File: src/rtl/u16u8_pkg.sv
`default_nettype none

package u16u8_pkg;

	// Widths
	localparam int UNIT_W   = 16;
	localparam int BYTE_W   = 8;
	localparam int CP_W     = 21;
	localparam int SUR_W    = 10;
	localparam int RUN_MAX  = 6;
	localparam int CNT_W    = 3;
	localparam int IDX_W    = 3;

	// Code point range bounds
	localparam logic [CP_W-1:0]   CP_1B_MAX   = 21'h00007f;
	localparam logic [CP_W-1:0]   CP_2B_MAX   = 21'h0007ff;
	localparam logic [CP_W-1:0]   CP_3B_MAX   = 21'h00ffff;
	localparam logic [CP_W-1:0]   CP_SUPP_BASE = 21'h010000;

	// Surrogate ranges
	localparam logic [UNIT_W-1:0] HIGH_SUR_MIN = 16'hd800;
	localparam logic [UNIT_W-1:0] HIGH_SUR_MAX = 16'hdbff;
	localparam logic [UNIT_W-1:0] LOW_SUR_MIN  = 16'hdc00;
	localparam logic [UNIT_W-1:0] LOW_SUR_MAX  = 16'hdfff;
	localparam logic [5:0]        HIGH_SUR_TAG = 6'b110110;

	// UTF-8 lead and continuation tags
	localparam logic [2:0] LEAD2_TAG = 3'b110;
	localparam logic [3:0] LEAD3_TAG = 4'b1110;
	localparam logic [4:0] LEAD4_TAG = 5'b11110;
	localparam logic [1:0] CONT_TAG  = 2'b10;

	typedef logic [BYTE_W-1:0] byte_t;

	// Encoding of one code point: up to four bytes, lowest index goes first
	typedef struct packed {
		byte_t [3:0]      data;
		logic [CNT_W-1:0] n;
	} pt_enc_t;

	// One run of bytes caused by one item
	typedef struct packed {
		byte_t [RUN_MAX-1:0] data;
		logic [CNT_W-1:0]    cnt;
	} out_run_t;

	// Encoder result: run plus next held-surrogate state
	typedef struct packed {
		out_run_t         run;
		logic             hold;
		logic [SUR_W-1:0] hold_sur;
	} enc_res_t;

	function automatic pt_enc_t encode_point(input logic [CP_W-1:0] cp);
		pt_enc_t r;
		r.data = '0;
		if (cp <= CP_1B_MAX) begin
			r.data[0] = cp[7:0];
			r.n       = 3'd1;
		end else if (cp <= CP_2B_MAX) begin
			r.data[0] = {LEAD2_TAG, cp[10:6]};
			r.data[1] = {CONT_TAG, cp[5:0]};
			r.n       = 3'd2;
		end else if (cp <= CP_3B_MAX) begin
			r.data[0] = {LEAD3_TAG, cp[15:12]};
			r.data[1] = {CONT_TAG, cp[11:6]};
			r.data[2] = {CONT_TAG, cp[5:0]};
			r.n       = 3'd3;
		end else begin
			r.data[0] = {LEAD4_TAG, cp[20:18]};
			r.data[1] = {CONT_TAG, cp[17:12]};
			r.data[2] = {CONT_TAG, cp[11:6]};
			r.data[3] = {CONT_TAG, cp[5:0]};
			r.n       = 3'd4;
		end
		return r;
	endfunction

endpackage

`default_nettype wire

File: src/rtl/utf16_to_utf8_transcoder_core.sv
// An accepted unit is registered in the input stage, encoded combinationally and
//   loaded into the run buffer, which presents its first byte; the load waits while a run drains.
// Throughput: one byte per cycle on the output while m_axis_tready is high; an item
//   causes 1 to 6 bytes, a held high surrogate none.
// Input register and output run buffer overlap, so the next item is taken
//   while the current run drains.
// Reset: arst_n clears the input stage, the held surrogate and the run buffer.
`default_nettype none

module utf16_to_utf8_transcoder_core (
	input  wire logic        clk,
	input  wire logic        arst_n,
	input  wire logic        s_axis_tvalid,
	output logic             s_axis_tready,
	input  wire logic [15:0] s_axis_tdata,  // code_unit[15:0]
	input  wire logic        s_axis_tlast,  // last_unit
	output logic             m_axis_tvalid,
	input  wire logic        m_axis_tready,
	output logic [7:0]       m_axis_tdata,  // utf8_byte[7:0]
	output logic             m_axis_tlast   // run_end
);
	import u16u8_pkg::*;

	logic [UNIT_W-1:0] unit_s1;
	logic              last_s1;
	logic              vld_s1;
	logic              held_valid_q;
	logic [SUR_W-1:0]  held_q;
	enc_res_t          enc_res;
	logic              buf_ready;
	logic              run_valid;
	logic              consume;
	logic              in_take;

	// Input stage
	assign in_take       = s_axis_tvalid && s_axis_tready;
	assign run_valid     = vld_s1 && (enc_res.run.cnt != '0);
	assign consume       = vld_s1 && ((enc_res.run.cnt == '0) || buf_ready);
	assign s_axis_tready = !vld_s1 || consume;

	always_ff @(posedge clk or negedge arst_n) begin
		if (!arst_n) begin
			vld_s1 <= 1'b0;
		end else if (s_axis_tready) begin
			vld_s1 <= s_axis_tvalid;
		end
	end

	always_ff @(posedge clk) begin
		if (in_take) begin
			unit_s1 <= s_axis_tdata;
			last_s1 <= s_axis_tlast;
		end
	end

	// Held high surrogate
	always_ff @(posedge clk or negedge arst_n) begin
		if (!arst_n) begin
			held_valid_q <= 1'b0;
			held_q       <= '0;
		end else if (consume) begin
			held_valid_q <= enc_res.hold;
			held_q       <= enc_res.hold_sur;
		end
	end

	u16u8_encoder u_encoder (
		.unit       (unit_s1),
		.last       (last_s1),
		.held_valid (held_valid_q),
		.held_sur   (held_q),
		.res        (enc_res)
	);

	u16u8_out_buf u_out_buf (
		.clk           (clk),
		.arst_n        (arst_n),
		.load_valid    (run_valid),
		.load_run      (enc_res.run),
		.load_ready    (buf_ready),
		.m_axis_tvalid (m_axis_tvalid),
		.m_axis_tready (m_axis_tready),
		.m_axis_tdata  (m_axis_tdata),
		.m_axis_tlast  (m_axis_tlast)
	);

	// Checks
	a_run_len: assert property (@(posedge clk) disable iff (!arst_n)
		vld_s1 |-> (enc_res.run.cnt <= 3'd6))
		else $error("run length above six bytes");

	a_stall_has_item: assert property (@(posedge clk) disable iff (!arst_n)
		!s_axis_tready |-> vld_s1)
		else $error("input stalled with empty stage");

	a_silent_holds: assert property (@(posedge clk) disable iff (!arst_n)
		(consume && (enc_res.run.cnt == '0)) |=> held_valid_q)
		else $error("item with no bytes did not hold a surrogate");

	a_last_clears: assert property (@(posedge clk) disable iff (!arst_n)
		(consume && last_s1) |=> !held_valid_q)
		else $error("surrogate held across end of text");

endmodule

`default_nettype wire

File: src/rtl/u16u8_encoder.sv
`default_nettype none

module u16u8_encoder (
	input  wire logic [u16u8_pkg::UNIT_W-1:0] unit,
	input  wire logic                         last,
	input  wire logic                         held_valid,
	input  wire logic [u16u8_pkg::SUR_W-1:0]  held_sur,
	output u16u8_pkg::enc_res_t               res
);
	import u16u8_pkg::*;

	logic             is_low;
	logic             is_high;
	logic             hold_new;
	logic [CP_W-1:0]  pair_cp;
	pt_enc_t          pair_enc;
	pt_enc_t          pre_enc;
	pt_enc_t          cur_enc;

	// Classify the unit
	assign is_low   = (unit >= LOW_SUR_MIN) && (unit <= LOW_SUR_MAX);
	assign is_high  = (unit >= HIGH_SUR_MIN) && (unit <= HIGH_SUR_MAX);
	assign hold_new = is_high && !last && !(held_valid && is_low);

	// Supplementary code point from a surrogate pair
	assign pair_cp  = CP_SUPP_BASE + {1'b0, held_sur, unit[SUR_W-1:0]};
	assign pair_enc = encode_point(pair_cp);
	assign pre_enc  = encode_point({5'd0, HIGH_SUR_TAG, held_sur});
	assign cur_enc  = encode_point({5'd0, unit});

	// Assemble the run: a surrogate pair gives one code point; else held prefix first, then the current unit
	always_comb begin
		res          = '0;
		res.hold     = hold_new;
		res.hold_sur = hold_new ? unit[SUR_W-1:0] : '0;
		if (held_valid && is_low) begin
			res.run.data[3:0] = pair_enc.data;
			res.run.cnt       = pair_enc.n;
		end else if (held_valid) begin
			res.run.data[2:0] = pre_enc.data[2:0];
			if (hold_new) begin
				res.run.cnt = 3'd3;
			end else begin
				res.run.data[5:3] = cur_enc.data[2:0];
				res.run.cnt       = 3'd3 + cur_enc.n;
			end
		end else if (!hold_new) begin
			res.run.data[3:0] = cur_enc.data;
			res.run.cnt       = cur_enc.n;
		end
	end

endmodule

`default_nettype wire

File: src/rtl/u16u8_out_buf.sv
`default_nettype none

module u16u8_out_buf (
	input  wire logic                        clk,
	input  wire logic                        arst_n,
	input  wire logic                        load_valid,
	input  wire u16u8_pkg::out_run_t         load_run,
	output logic                             load_ready,
	output logic                             m_axis_tvalid,
	input  wire logic                        m_axis_tready,
	output logic [7:0]                       m_axis_tdata,  // utf8_byte[7:0]
	output logic                             m_axis_tlast   // run_end
);
	import u16u8_pkg::*;

	byte_t [RUN_MAX-1:0] buf_q;
	logic [CNT_W-1:0]    cnt_q;
	logic [IDX_W-1:0]    idx_q;
	logic                at_last;
	logic                take;
	logic                load;

	assign at_last       = (idx_q == (cnt_q - 3'd1));
	assign m_axis_tvalid = (cnt_q != '0);
	assign m_axis_tdata  = buf_q[idx_q];
	assign m_axis_tlast  = at_last;
	assign take          = m_axis_tvalid && m_axis_tready;
	// Free when empty or the final byte of the run leaves this cycle
	assign load_ready    = !m_axis_tvalid || (take && at_last);
	assign load          = load_valid && load_ready;

	// Run counters
	always_ff @(posedge clk or negedge arst_n) begin
		if (!arst_n) begin
			cnt_q <= '0;
			idx_q <= '0;
		end else if (load) begin
			cnt_q <= load_run.cnt;
			idx_q <= '0;
		end else if (take) begin
			if (at_last) begin
				cnt_q <= '0;
				idx_q <= '0;
			end else begin
				idx_q <= idx_q + 3'd1;
			end
		end
	end

	// Byte storage
	always_ff @(posedge clk) begin
		if (load) begin
			buf_q <= load_run.data;
		end
	end

endmodule

`default_nettype wire

File: config.mk
export PLATFORM = sky130hd
export DESIGN_NAME = utf16_to_utf8_transcoder_core
export DESIGN_NICKNAME = d
export VERILOG_FILES = /design/src/rtl/u16u8_pkg.sv /design/src/rtl/utf16_to_utf8_transcoder_core.sv /design/src/rtl/u16u8_encoder.sv /design/src/rtl/u16u8_out_buf.sv
export SDC_FILE = /design/constraint.sdc
export NUM_CORES = 1
export LEC_CHECK = 0
export ABC_AREA = 0
export ABC_CLOCK_PERIOD_IN_PS = 3600
export BUFFER_PORTS_ARGS = -buffer_cell sky130_fd_sc_hd__buf_4
export CAP_MARGIN = 10
export CORE_UTILIZATION = 62
export CTS_BUF_LIST = sky130_fd_sc_hd__clkbuf_2
export CTS_CLUSTER_SIZE = 10
export DETAILED_ROUTE_END_ITERATION = 6
export GPL_TIMING_DRIVEN = 0
export PLACE_DENSITY = 0.82
export SYNTH_ARGS = -nofsm -noshare
export SYNTH_HDL_FRONTEND = slang
export SYNTH_SLANG_ARGS = --single-unit
File: constraint.sdc
create_clock -name clk -period 3.6 [get_ports clk]
set_clock_uncertainty 0.05 [all_clocks]
set_input_delay 0.18 -clock clk [delete_from_list [all_inputs] [get_ports clk]]
set_output_delay 0.18 -clock clk [all_outputs]
set_load 0.1 [all_outputs]
# After elaboration in Yosys (flattened, before gate mapping)

Index checks and enable logic that the tools add are counted.

Register bits: 83
Word-level logic and storage cells: 78
Input bits: 21

Magnitude comparators: 10
Bitwise operators: 1
Add/sub/neg operators: 4
Equality and inequality tests: 1
Reductions and logical operators: 25
Mux-type cells: 24

Operators with widths:

| kind                                                                               | count |
|---|---|
| 35-bit 2-to-1 mux                                                                  | 2 |
| 16-bit greater-or-equal comparator, second input constant                          | 2 |
| 16-bit less-or-equal comparator, second input constant                             | 2 |
| 16-bit 2-to-1 mux                                                                  | 2 |
| 8-bit 2-to-1 mux                                                                   | 4 |
| 27-bit 2-to-1 mux                                                                  | 1 |
| 25-bit 2-to-1 mux                                                                  | 1 |
| 8-bit binary-select mux with 3-bit select                                          | 1 |
| 24-bit 2-to-1 mux                                                                  | 1 |
| 11-bit 2-to-1 mux                                                                  | 2 |
| 17-bit by 20-bit adder with 21-bit output, first input constant                    | 1 |
| 21-bit by 11-bit less-or-equal comparator with 1-bit output, second input constant | 1 |
| 21-bit by 16-bit less-or-equal comparator with 1-bit output, second input constant | 1 |
| 21-bit by 7-bit less-or-equal comparator with 1-bit output, second input constant  | 1 |
| 3-bit 2-to-1 mux                                                                   | 7 |
| 19-bit 2-to-1 mux                                                                  | 1 |
| 17-bit 2-to-1 mux                                                                  | 1 |
| 16-bit by 11-bit less-or-equal comparator with 1-bit output, second input constant | 1 |
| 16-bit by 7-bit less-or-equal comparator with 1-bit output, second input constant  | 1 |
| 1-bit logical AND                                                                  | 11 |
| 10-bit 2-to-1 mux                                                                  | 1 |
| 3-bit nonzero test                                                                 | 2 |
| 1-bit zero test                                                                    | 4 |
| 3-bit by 4-bit less-than comparator with 1-bit output, second input constant       | 1 |
| 10 further kinds                                                                   | 13 |

# Longest topological paths before layout

Gate-level depths: netlist of run 1.

Depth in word-level cells: 13
Depth in mapped cells: 10
Gate-level depth less buffers: 10

# Modules after synthesis

Synthesis of run 1 repeated with hierarchy kept, for this count alone.

Cell total of the unflattened synthesis: 423
Area, all modules: 4853.4 um^2

By module, submodules not included:

| module                        | cells an instance | area an instance (um^2) | instances |
|---|---|---|---|
| u16u8_out_buf                 | 138               | 2290.9                  | 1 |
| u16u8_encoder                 | 237               | 1527.7                  | 1 |
| utf16_to_utf8_transcoder_core | 48                | 1034.7                  | 1 |

# Worst setup path after synthesis of run 1

Ideal clock, no wire load.

Path kind: register -> register
Start point: reg u_out_buf.cnt_q[0]
End point: reg last_s1, enable pin
Cell stages (with the launch flop): 9
Period minus slack after synthesis: 5528 ps
Path slack: -1928 ps
Required time: 3175 ps
Library setup time: 375 ps
Arrival: 5103 ps
Buffers on the path: 0
Cell sequence: dfrtp_1 -> inv_1 -> ha_1 -> ha_1 -> xnor2_1 -> nor3_1 -> a21oi_1 -> nand3_1 -> and2_1

Cells in the longest elaborated chain, start to end: 8

Ends and longest elaborated chain:

| what                                        | RTL line                            | RTL |
|---|---|---|
| start, declared                             | u16u8_out_buf.sv:17                 | `logic [CNT_W-1:0] cnt_q;` |
| start signal, assigned                      | u16u8_out_buf.sv:38                 | `cnt_q <= load_run.cnt;` |
| 3-bit by 1-bit subtractor with 3-bit output | u16u8_out_buf.sv:23                 | `assign at_last = (idx_q == (cnt_q - 3'd1));` |
| 3-bit == test                               | u16u8_out_buf.sv:23                 |  |
| named net m_axis_tlast                      | utf16_to_utf8_transcoder_core.sv:20 | `output logic m_axis_tlast` |
| 1-bit logical AND                           | u16u8_out_buf.sv:29                 | `assign load_ready = !m_axis_tvalid \|\| (take && at_last);` |
| 1-bit logical OR                            | u16u8_out_buf.sv:29                 |  |
| 1-bit logical OR                            | utf16_to_utf8_transcoder_core.sv:38 | `assign consume = vld_s1 && ((enc_res.run.cnt == '0) \|\| buf_ready);` |
| 1-bit logical AND                           | utf16_to_utf8_transcoder_core.sv:38 |  |
| 1-bit logical OR                            | utf16_to_utf8_transcoder_core.sv:39 | `assign s_axis_tready = !vld_s1 \|\| consume;` |
| named net s_axis_tready                     | utf16_to_utf8_transcoder_core.sv:14 | `output logic s_axis_tready,` |
| 1-bit logical AND                           | utf16_to_utf8_transcoder_core.sv:36 | `assign in_take = s_axis_tvalid && s_axis_tready;` |
| named net in_take                           | utf16_to_utf8_transcoder_core.sv:33 | `logic in_take;` |
| end signal, assigned                        | utf16_to_utf8_transcoder_core.sv:52 | `last_s1 <= s_axis_tlast;` |
| end, declared                               | utf16_to_utf8_transcoder_core.sv:25 | `logic last_s1;` |

The timed path passes the listed nets, and every way through them passes these cells.
A chain may end at the register's enable or synchronous reset.

# Worst setup path after layout of run 1

Start point: reg u_out_buf.cnt_q[0]
End point: reg u_out_buf.cnt_q[1]

Cells in the longest elaborated chain, start to end: 7

Ends and longest elaborated chain:

| what                                                                              | RTL line                                 | RTL |
|---|---|---|
| 3-bit by 1-bit subtractor with 3-bit output or 3-bit nonzero test (tied branches) | u16u8_out_buf.sv:23, u16u8_out_buf.sv:24 |  |
| 3-bit == test or 1-bit logical AND (tied branches)                                | u16u8_out_buf.sv:23, u16u8_out_buf.sv:27 |  |
| 1-bit logical AND                                                                 | u16u8_out_buf.sv:29                      |  |
| 1-bit logical OR                                                                  | u16u8_out_buf.sv:29                      |  |
| 1-bit logical AND                                                                 | u16u8_out_buf.sv:30                      | `assign load = load_valid && load_ready;` |
| 2-bit nonzero test (no line)                                                      | n/a                                      |  |
| 2-bit AND reduction (no line)                                                     | n/a                                      |  |

Several ways; a longest one is shown, not always the timed one.

==> results of run 1 <==
## critical path, stage by stage, from the launching register on
cell,delay [ns]
dfrtp_1,0.44
inv_1,0.06
ha_1,0.20
ha_1,0.30
xnor2_1,0.27
nor3_4,0.11
a21o_1,0.24
nand3_1,0.18
clkinvlp_4,0.77
o2111ai_1,0.43
o311ai_0,0.17
## cells in the mapped netlist, types with 7 or more instances
master and instances:
a221o_1 8, clkbuf_1 16, inv_1 22, o31ai_1 7, a21oi_1 15, nand2_1 51
mux2i_1 9, dfrtp_1 18, mux4_2 7, o21ai_0 24, nor3_1 8, nand3_1 17
and3_1 9, o22ai_1 10, and2_1 9, nor2_1 25, edfxtp_1 61, buf_2 8
## layout make-up
class / instances / area (sq um) / area share [%]
buffer: 29 / 130 / 2.52
clock buffer: 9 / 45.0 / 0.872
clock inverter: 7 / 120 / 2.33
inverter: 22 / 86.3 / 1.67
multi-input combinational: 292 / 1950 / 37.7
sequential: 79 / 2280 / 44.2
tap: 96 / 120 / 2.33
timing repair buffer: 51 / 433 / 8.38
## power by group through the flow
stage,combinational [W],clock [W],sequential (W)
2_1_floorplan,0.00195,0,0.00155
4_1_cts,0.00252,0.000629,0.00160
3_3_place_gp,0.00242,0,0.00159
6_report,0.00254,0.000638,0.00160
3_5_place_dp,0.00250,0,0.00162
5_1_grt,0.00267,0.000665,0.00163
## timing repair
action,CTS,global route
hold endpoints to repair,36,0
gates resized for setup,0,0
hold buffers,20,0
## per-layer routing
layer  wire [microns]  global-route usage (%)
met1             5220                    51.8
met4              551                    18.9
met3             1420                    8.29
met2             6550                    64.1
met5                0                       0
## worst paths after layout
check / start / depth (start not counted) / to / slack (ns)
worst max register to register: u_out_buf.cnt_q[0] / 10 / u_out_buf.cnt_q[1] / 0.28
min in group asynchronous: arst_n / 3 / held_q[4] / 0.76
max in group asynchronous: arst_n / 3 / u_out_buf.idx_q[0] / 2.21
worst min register to register: u_out_buf.cnt_q[1] / 2 / u_out_buf.cnt_q[1] / 0.50
worst min-delay path: m_axis_tready / 3 / u_out_buf.idx_q[0] / 0.12
worst max-delay path: u_out_buf.cnt_q[0] / 10 / u_out_buf.cnt_q[1] / 0.28
## per-stage QoR
stage / TNS (ns) / hold slack [ns] / setup slack (ns) / instances / total power, W
2_1_floorplan: 0 / -0.166 / 0.0105 / 422 / 0.00349
4_1_cts: 0 / 0.0853 / 0.246 / 585 / 0.00475
3_5_place_dp: 0 / 0.0155 / 0.274 / 549 / 0.00412
3_3_place_gp: -0.285 / 0.0123 / -0.120 / 548 / 0.00401
6_report: 0 / 0.118 / 0.278 / 585 / 0.00478
5_1_grt: 0 / 0.124 / 0.111 / 585 / 0.00496
## registers in the layout, summed over array words and instances, names as in the netlist
signal           flops
held_q              10
held_valid_q         1
last_s1              1
u_out_buf.buf_q     44
u_out_buf.cnt_q      3
u_out_buf.idx_q      3
unit_s1             16
vld_s1               1
## kinds of logic after synthesis
kind of cell | synth area share (%)
AND/OR/NAND/NOR | 16.3
multiplexers | 5.60
flip-flops | 51.6
AO/OA/AOI/OAI | 19.4
XOR/XNOR | 0.792
buffers and inverters | 4.81
adder cells (fa/ha/maj) | 1.42
==> summary.md, run 1 <==
| Metric | Value |
|---|---|
| Combinational power share | `53.2%` |
| Total gr overflow | `0` |
| Post-Place Cell Area | `0.00480 sq mm` |
| Die footprint | `0.00747 sq mm` |
| Min Clock Period, post-route | `3.32 ns` |
| CTS tree | `done` |
| Vias | `3990` |
| Postcts setup bufs | `0` |
| Area growth syn-to-layout | `16.8%` |
| Post-synth EDFFs | `61` |
| Slew headroom | `37.4%` |
| Sequential share of power | `33.5%` |
| Final GP Congestion | `0.947` |
| Final Cell Area | `0.00516 sq mm` |
| Initial Util | `64.7%` |
| Sw frac | `50.0%` |
| Most common cell after layout, fill and taps aside | `edfxtp_1` |
| Clock sink count | `79` |
| Peak VDD IR | `0.514 mV` |
| Synth cell types | `63` |
| Max H-tree Level | `3` |
| CTS Buf Count | `9` |
| Synth Instances | `422` |
| Die height | `86.4 microns` |
| FF+latch count, synth | `79` |
| Maximum clock path buffer count | `2` |
| DR vias/cell | `6.82` |
| Worst-path clk slew | `0.22 ns` |
| Leakage | `1.96 nW` |
| Num ports | `32` |
| Worst Setup End Kind | `register` |
| RSZ-0062 raised after global routing | `false` |
| Top_reg_cell synth | `edfxtp_1` |
| DRC Markers | `0` |
| Die W | `86.4 microns` |
| Pin count of the biggest net entering global routing | `48` |
| Synth area leaders | `edfxtp_1 41%, dfrtp_1 10%, nand2_1 4.3%` |
| Global-route usage over all layers | `39.8%` |
| Startpoint types | `register` |
| Status | `finished, final reports clean` |
| CP max FO | `47` |
| # setup viols final | `0` |
| First-pass GRT wire length | `21500 microns` |
| Buffers on Ports | `30` |
| Layout cells sized above 1 | `15.7%` |
| Root buf cell | `clkbuf_2` |
| Max-cap violations | `0` |
| Finished Core Util | `75.6%` |
| Yosys top cell area share | `41.4%` |
| Filler instances | `486` |
| Highest-count cells in the layout ignoring fill and taps | `61 x edfxtp_1, 51 x nand2_1, 32 x buf_4` |
| Post-synth net total | `448` |
| Net Switching | `0.00239 W` |
| Worst-Skew Late Latency | `0.55 ns` |
| Internal Pwr Total | `0.00239 W` |
| Initial antenna violation count | `0` |
| Crit path DAT | `3.70 ns` |
| Routed wire length per instance | `23.5 microns` |
| Hold Vio Cnt, Final | `0` |
| Placeable Area | `0.00683 sq mm` |
| Post-synthesis cell area | `0.00442 sq mm` |
| Synth Area per Inst | `10.5 sq um` |
| # rows | `30` |
| Worst Path Required | `3.98 ns` |
| Setup CP Type | `register to register` |
| FFs w/ async S/R, synth | `22.8%` |
| Clk pwr share | `13.3%` |
| Fmax | `301 MHz` |
| WL final | `13700 microns` |
| Final slew viol count | `0` |
| Post-DP HPWL | `9150 microns` |
| Sequential share of the synthesized area | `51.6%` |
| Actual transition at the worst max-transition pin | `0.938 ns` |
| Yosys warning count | `0` |
| DRT Pass-1 Iters | `6` |
| Pwr Density | `926 mW/mm^2` |
| Nets | `510` |
| Period utilization | `92.3%` |
| Vias in the first global route | `3954` |
| Yosys top cell by area | `edfxtp_1` |
| # diodes | `0` |
| ANT nets after route | `0` |
| Iteration-0 DRC Markers | `474` |
| Path type of the worst min-delay path | `input pin to register` |
Power figures use the tool's default switching activity.
==> run 2: changes to the inputs <==
--- a/config.mk
+++ b/config.mk
@@ -9,6 +9,7 @@
 export ABC_CLOCK_PERIOD_IN_PS = 3600
 export BUFFER_PORTS_ARGS = -buffer_cell sky130_fd_sc_hd__buf_4
 export CAP_MARGIN = 10
+export CORE_MARGIN = 2
 export CORE_UTILIZATION = 62
 export CTS_BUF_LIST = sky130_fd_sc_hd__clkbuf_2
 export CTS_CLUSTER_SIZE = 10
==> run 2 against run 1 <==
First-iteration DRC count fell by 11%. Clock power fell by 10%. Die area rose by 4.7%. Via count fell by 3.5%. Combinational power fell by 2%. Hold slack improved by 0.13 ns. Maximum frequency rose by 1.2%. Design area fell by 0.24%. Critical path depth fell by 1. Register-to-register slack improved by 0.04 ns. Sequential cell count did not move. Critical path type unchanged. Largest cell class unchanged. Highest routed layer unchanged.
==> summary.md, run 2 (same netlist as run 1, synthesis figures left out) <==
| Metric | Value |
|---|---|
| Path type of the worst min-delay path | `input pin to register (unchanged)` |
| Area growth syn-to-layout | `16.6% (was 16.8%)` |
| Vias | `3851 (was 3990)` |
| RSZ-0062 raised after global routing | `false (unchanged)` |
| Max H-tree Level | `3 (unchanged)` |
| CP Depth | `9 (was 10)` |
| Final Worst Setup Slack | `0.316 ns (was 0.278 ns)` |
| Setup TNS Final | `0 ns (unchanged)` |
| Pre-CTS setup slack | `0.327 ns (was 0.274 ns)` |
| Global-route usage over all layers | `35.1% (was 39.8%)` |
| Finished Core Util | `75.4% (was 75.6%)` |
| Root buf cell | `clkbuf_2 (unchanged)` |
| Max reg flops | `44 (unchanged)` |
| # rows | `30 (unchanged)` |
| Max-cap violations | `0 (unchanged)` |
| Period utilization | `91.2% (was 92.3%)` |
| Nets | `511 (was 510)` |
| Worst r2r path cells | `9 (was 10)` |
| Vias in the first global route | `3596 (was 3954)` |
| CP peak stage delay | `0.77 ns (about the same)` |
| Worst Path Required | `4.04 ns (was 3.98 ns)` |
| Peak VDD IR | `0.495 mV (was 0.514 mV)` |
| Biggest regs | `u_out_buf.buf_q x44, unit_s1 x16, held_q x10 (unchanged)` |
| Clock sink count | `79 (unchanged)` |
| Worst-path clk slew | `0.25 ns (was 0.22 ns)` |
| Post-DP HPWL | `8860 microns (was 9150 microns)` |
| Routed wire length per instance | `22.3 microns (was 23.5 microns)` |
| Buffers on Ports | `30 (unchanged)` |
| Pin count of the biggest net entering global routing | `48 (unchanged)` |
| Hold slack | `0.251 ns (was 0.118 ns)` |
| Hold bufs inserted after CTS | `21 (was 20)` |
| Slew headroom | `37.8% (was 37.4%)` |
| CTS tree | `done (unchanged)` |
| CP max FO | `47 (unchanged)` |
| Num ports | `32 (unchanged)` |
| Status | `finished, final reports clean (unchanged)` |
| Final slew viol count | `0 (unchanged)` |
| Reg2reg setup slack | `0.32 ns (was 0.28 ns)` |
| Highest-count cells in the layout ignoring fill and taps | `61 x edfxtp_1, 51 x nand2_1, 32 x buf_4 (unchanged)` |
| Slowest cell on the critical path | `clkinvlp_4 (unchanged)` |
| First-pass GRT wire length | `19700 microns (was 21500 microns)` |
| Postcts setup bufs | `0 (unchanged)` |
| DRC Markers | `0 (unchanged)` |
| Min Clock Period, post-route | `3.28 ns (was 3.32 ns)` |
| Layout cells sized above 1 | `15.7% (about the same)` |
| Leakage | `1.96 nW (about the same)` |
| Die footprint | `0.00782 sq mm (was 0.00747 sq mm)` |
| Worst Setup End Kind | `register (unchanged)` |
| Hold endpoint | `unit_s1[15] (was u_out_buf.idx_q[0])` |
| CP bufs+invs | `2 (unchanged)` |
| Pwr Density | `906 mW/mm^2 (was 926 mW/mm^2)` |
| DR vias/cell | `6.57 (was 6.82)` |
| CP cell instances | `inv_1 > ha_1 > ha_1 > xnor2_1 > nor3_4 > a21o_1 > nand3_1 > clkinvlp_4 > a221o_1 (was inv_1 > ha_1 > ha_1 > xnor2_1 > nor3_4 > a21o_1 > nand3_1 > clkinvlp_4 > o2111ai_1 > o311ai_0)` |
| Reg2Reg Launch Point | `u_out_buf.cnt_q[0] (unchanged)` |
| Worst-Skew Late Latency | `0.57 ns (was 0.55 ns)` |
| Maximum clock path buffer count | `2 (unchanged)` |
| Total gr overflow | `0 (unchanged)` |
| Actual transition at the worst max-transition pin | `0.931 ns (was 0.938 ns)` |
| Die height | `88.4 microns (was 86.4 microns)` |
| Iteration-0 DRC Markers | `421 (was 474)` |
| Crit path DAT | `3.73 ns (was 3.70 ns)` |
| Setup CP Type | `register to register (unchanged)` |
| Most used cell, CP | `ha_1 (unchanged)` |
| Die W | `88.4 microns (was 86.4 microns)` |
| Most flop-heavy register | `u_out_buf.buf_q (unchanged)` |
| Initial antenna violation count | `0 (unchanged)` |
| # diodes | `0 (unchanged)` |
| CTS Buf Count | `9 (unchanged)` |
| Largest delay contributor family on the critical path | `buffers and inverters (was compound AO/OA/AOI/OAI gates)` |
| WL final | `13100 microns (was 13700 microns)` |
| # setup viols final | `0 (unchanged)` |
| Placeable Area | `0.00683 sq mm (unchanged)` |
| Hold path startpoint | `s_axis_tdata[15] (was m_axis_tready)` |
| # resized after CTS | `0 (unchanged)` |
| Final GP Congestion | `0.983 (was 0.947)` |
| DRT Pass-1 Iters | `5 (was 6)` |
| Initial Util | `64.7% (unchanged)` |
| Most common cell after layout, fill and taps aside | `edfxtp_1 (unchanged)` |
| FF-to-FF End | `u_out_buf.cnt_q[2] (was u_out_buf.cnt_q[1])` |
| Hold path cells | `2 (was 3)` |
| Startpoint types | `register (unchanged)` |
| Hold Vio Cnt, Final | `0 (unchanged)` |
| Fmax | `305 MHz (was 301 MHz)` |
| ANT nets after route | `0 (unchanged)` |
## run 2: changes by cell type in the layout (fill, tap and decap cells not counted), sizes merged
| cell | previous run | this run |
|---|---|---|
| bufinv | 3 | 2 |
| clkbuf | 25 | 26 |
| clkinv | 2 | 0 |
| clkinvlp | 2 | 3 |
| dlygate4sd3 | 20 | 21 |
| inv | 22 | 23 |
## run 2: stage by stage
step	instances	cell area (sq um)	power [W]
2_1_floorplan	422	4440	0.00349
3_3_place_gp	548	4790	0.00401
3_5_place_dp	549	4800	0.00408
4_1_cts	586	5150	0.00464
5_1_grt	586	5150	0.00485
6_report	586	5150	0.00467
## run 2: cell type report
cell class                 count  area [sq um]
sequential                    79          2280
multi-input combinational    292          1950
fill                         484          1680
timing repair buffer          52           443
buffer                        29           130
tap                           96           120
clock inverter                 6          92.6
inverter                      22          86.3
clock buffer                  10          50.0
## run 2: worst reg2reg max path: cells and delay by family, from the launching register on
family | cells | cell delay (ns)
xor+xnor | 1 | 0.25
fa+ha+maj | 2 | 0.47
compound gates | 2 | 0.85
flops | 1 | 0.46
buf+inv | 2 | 0.84
simple gates | 2 | 0.29
## run 2: power breakdown
| part | total (W) | switching (W) | leakage [nW] | internal, W |
|---|---|---|---|---|
| clock | 0.000573 | 0.000336 | 0.0792 | 0.000236 |
| sequential | 0.00160 | 0.000156 | 0.808 | 0.00144 |
| combinational | 0.00250 | 0.00185 | 1.07 | 0.000644 |
## run 2: how the worst max path moves through the flow
| stage | startpoint | end | slack, ns |
|---|---|---|---|
| 4_1_cts | u_out_buf.cnt_q[0] | u_out_buf.cnt_q[2] | 0.30 |
| 3_3_place_gp | unit_s1[9] | u_out_buf.buf_q[2] | -0.02 |
| 3_5_place_dp | u_out_buf.cnt_q[0] | u_out_buf.cnt_q[2] | 0.33 |
| 5_1_grt | u_out_buf.cnt_q[0] | u_out_buf.cnt_q[1] | 0.09 |
| 6_report | u_out_buf.cnt_q[0] | u_out_buf.cnt_q[2] | 0.32 |
| 2_1_floorplan | u_out_buf.cnt_q[0] | last_s1 | 0.01 |
## run 2: metal layers
layer  share of wire (%)  up-vias  GRT usage, %
li1                    -     1738             -
met4                 3.4        0          16.3
met2                  47      231          55.2
met1                  42     1844          48.0
met5                   0        -             0
met3                 8.2       38          6.06
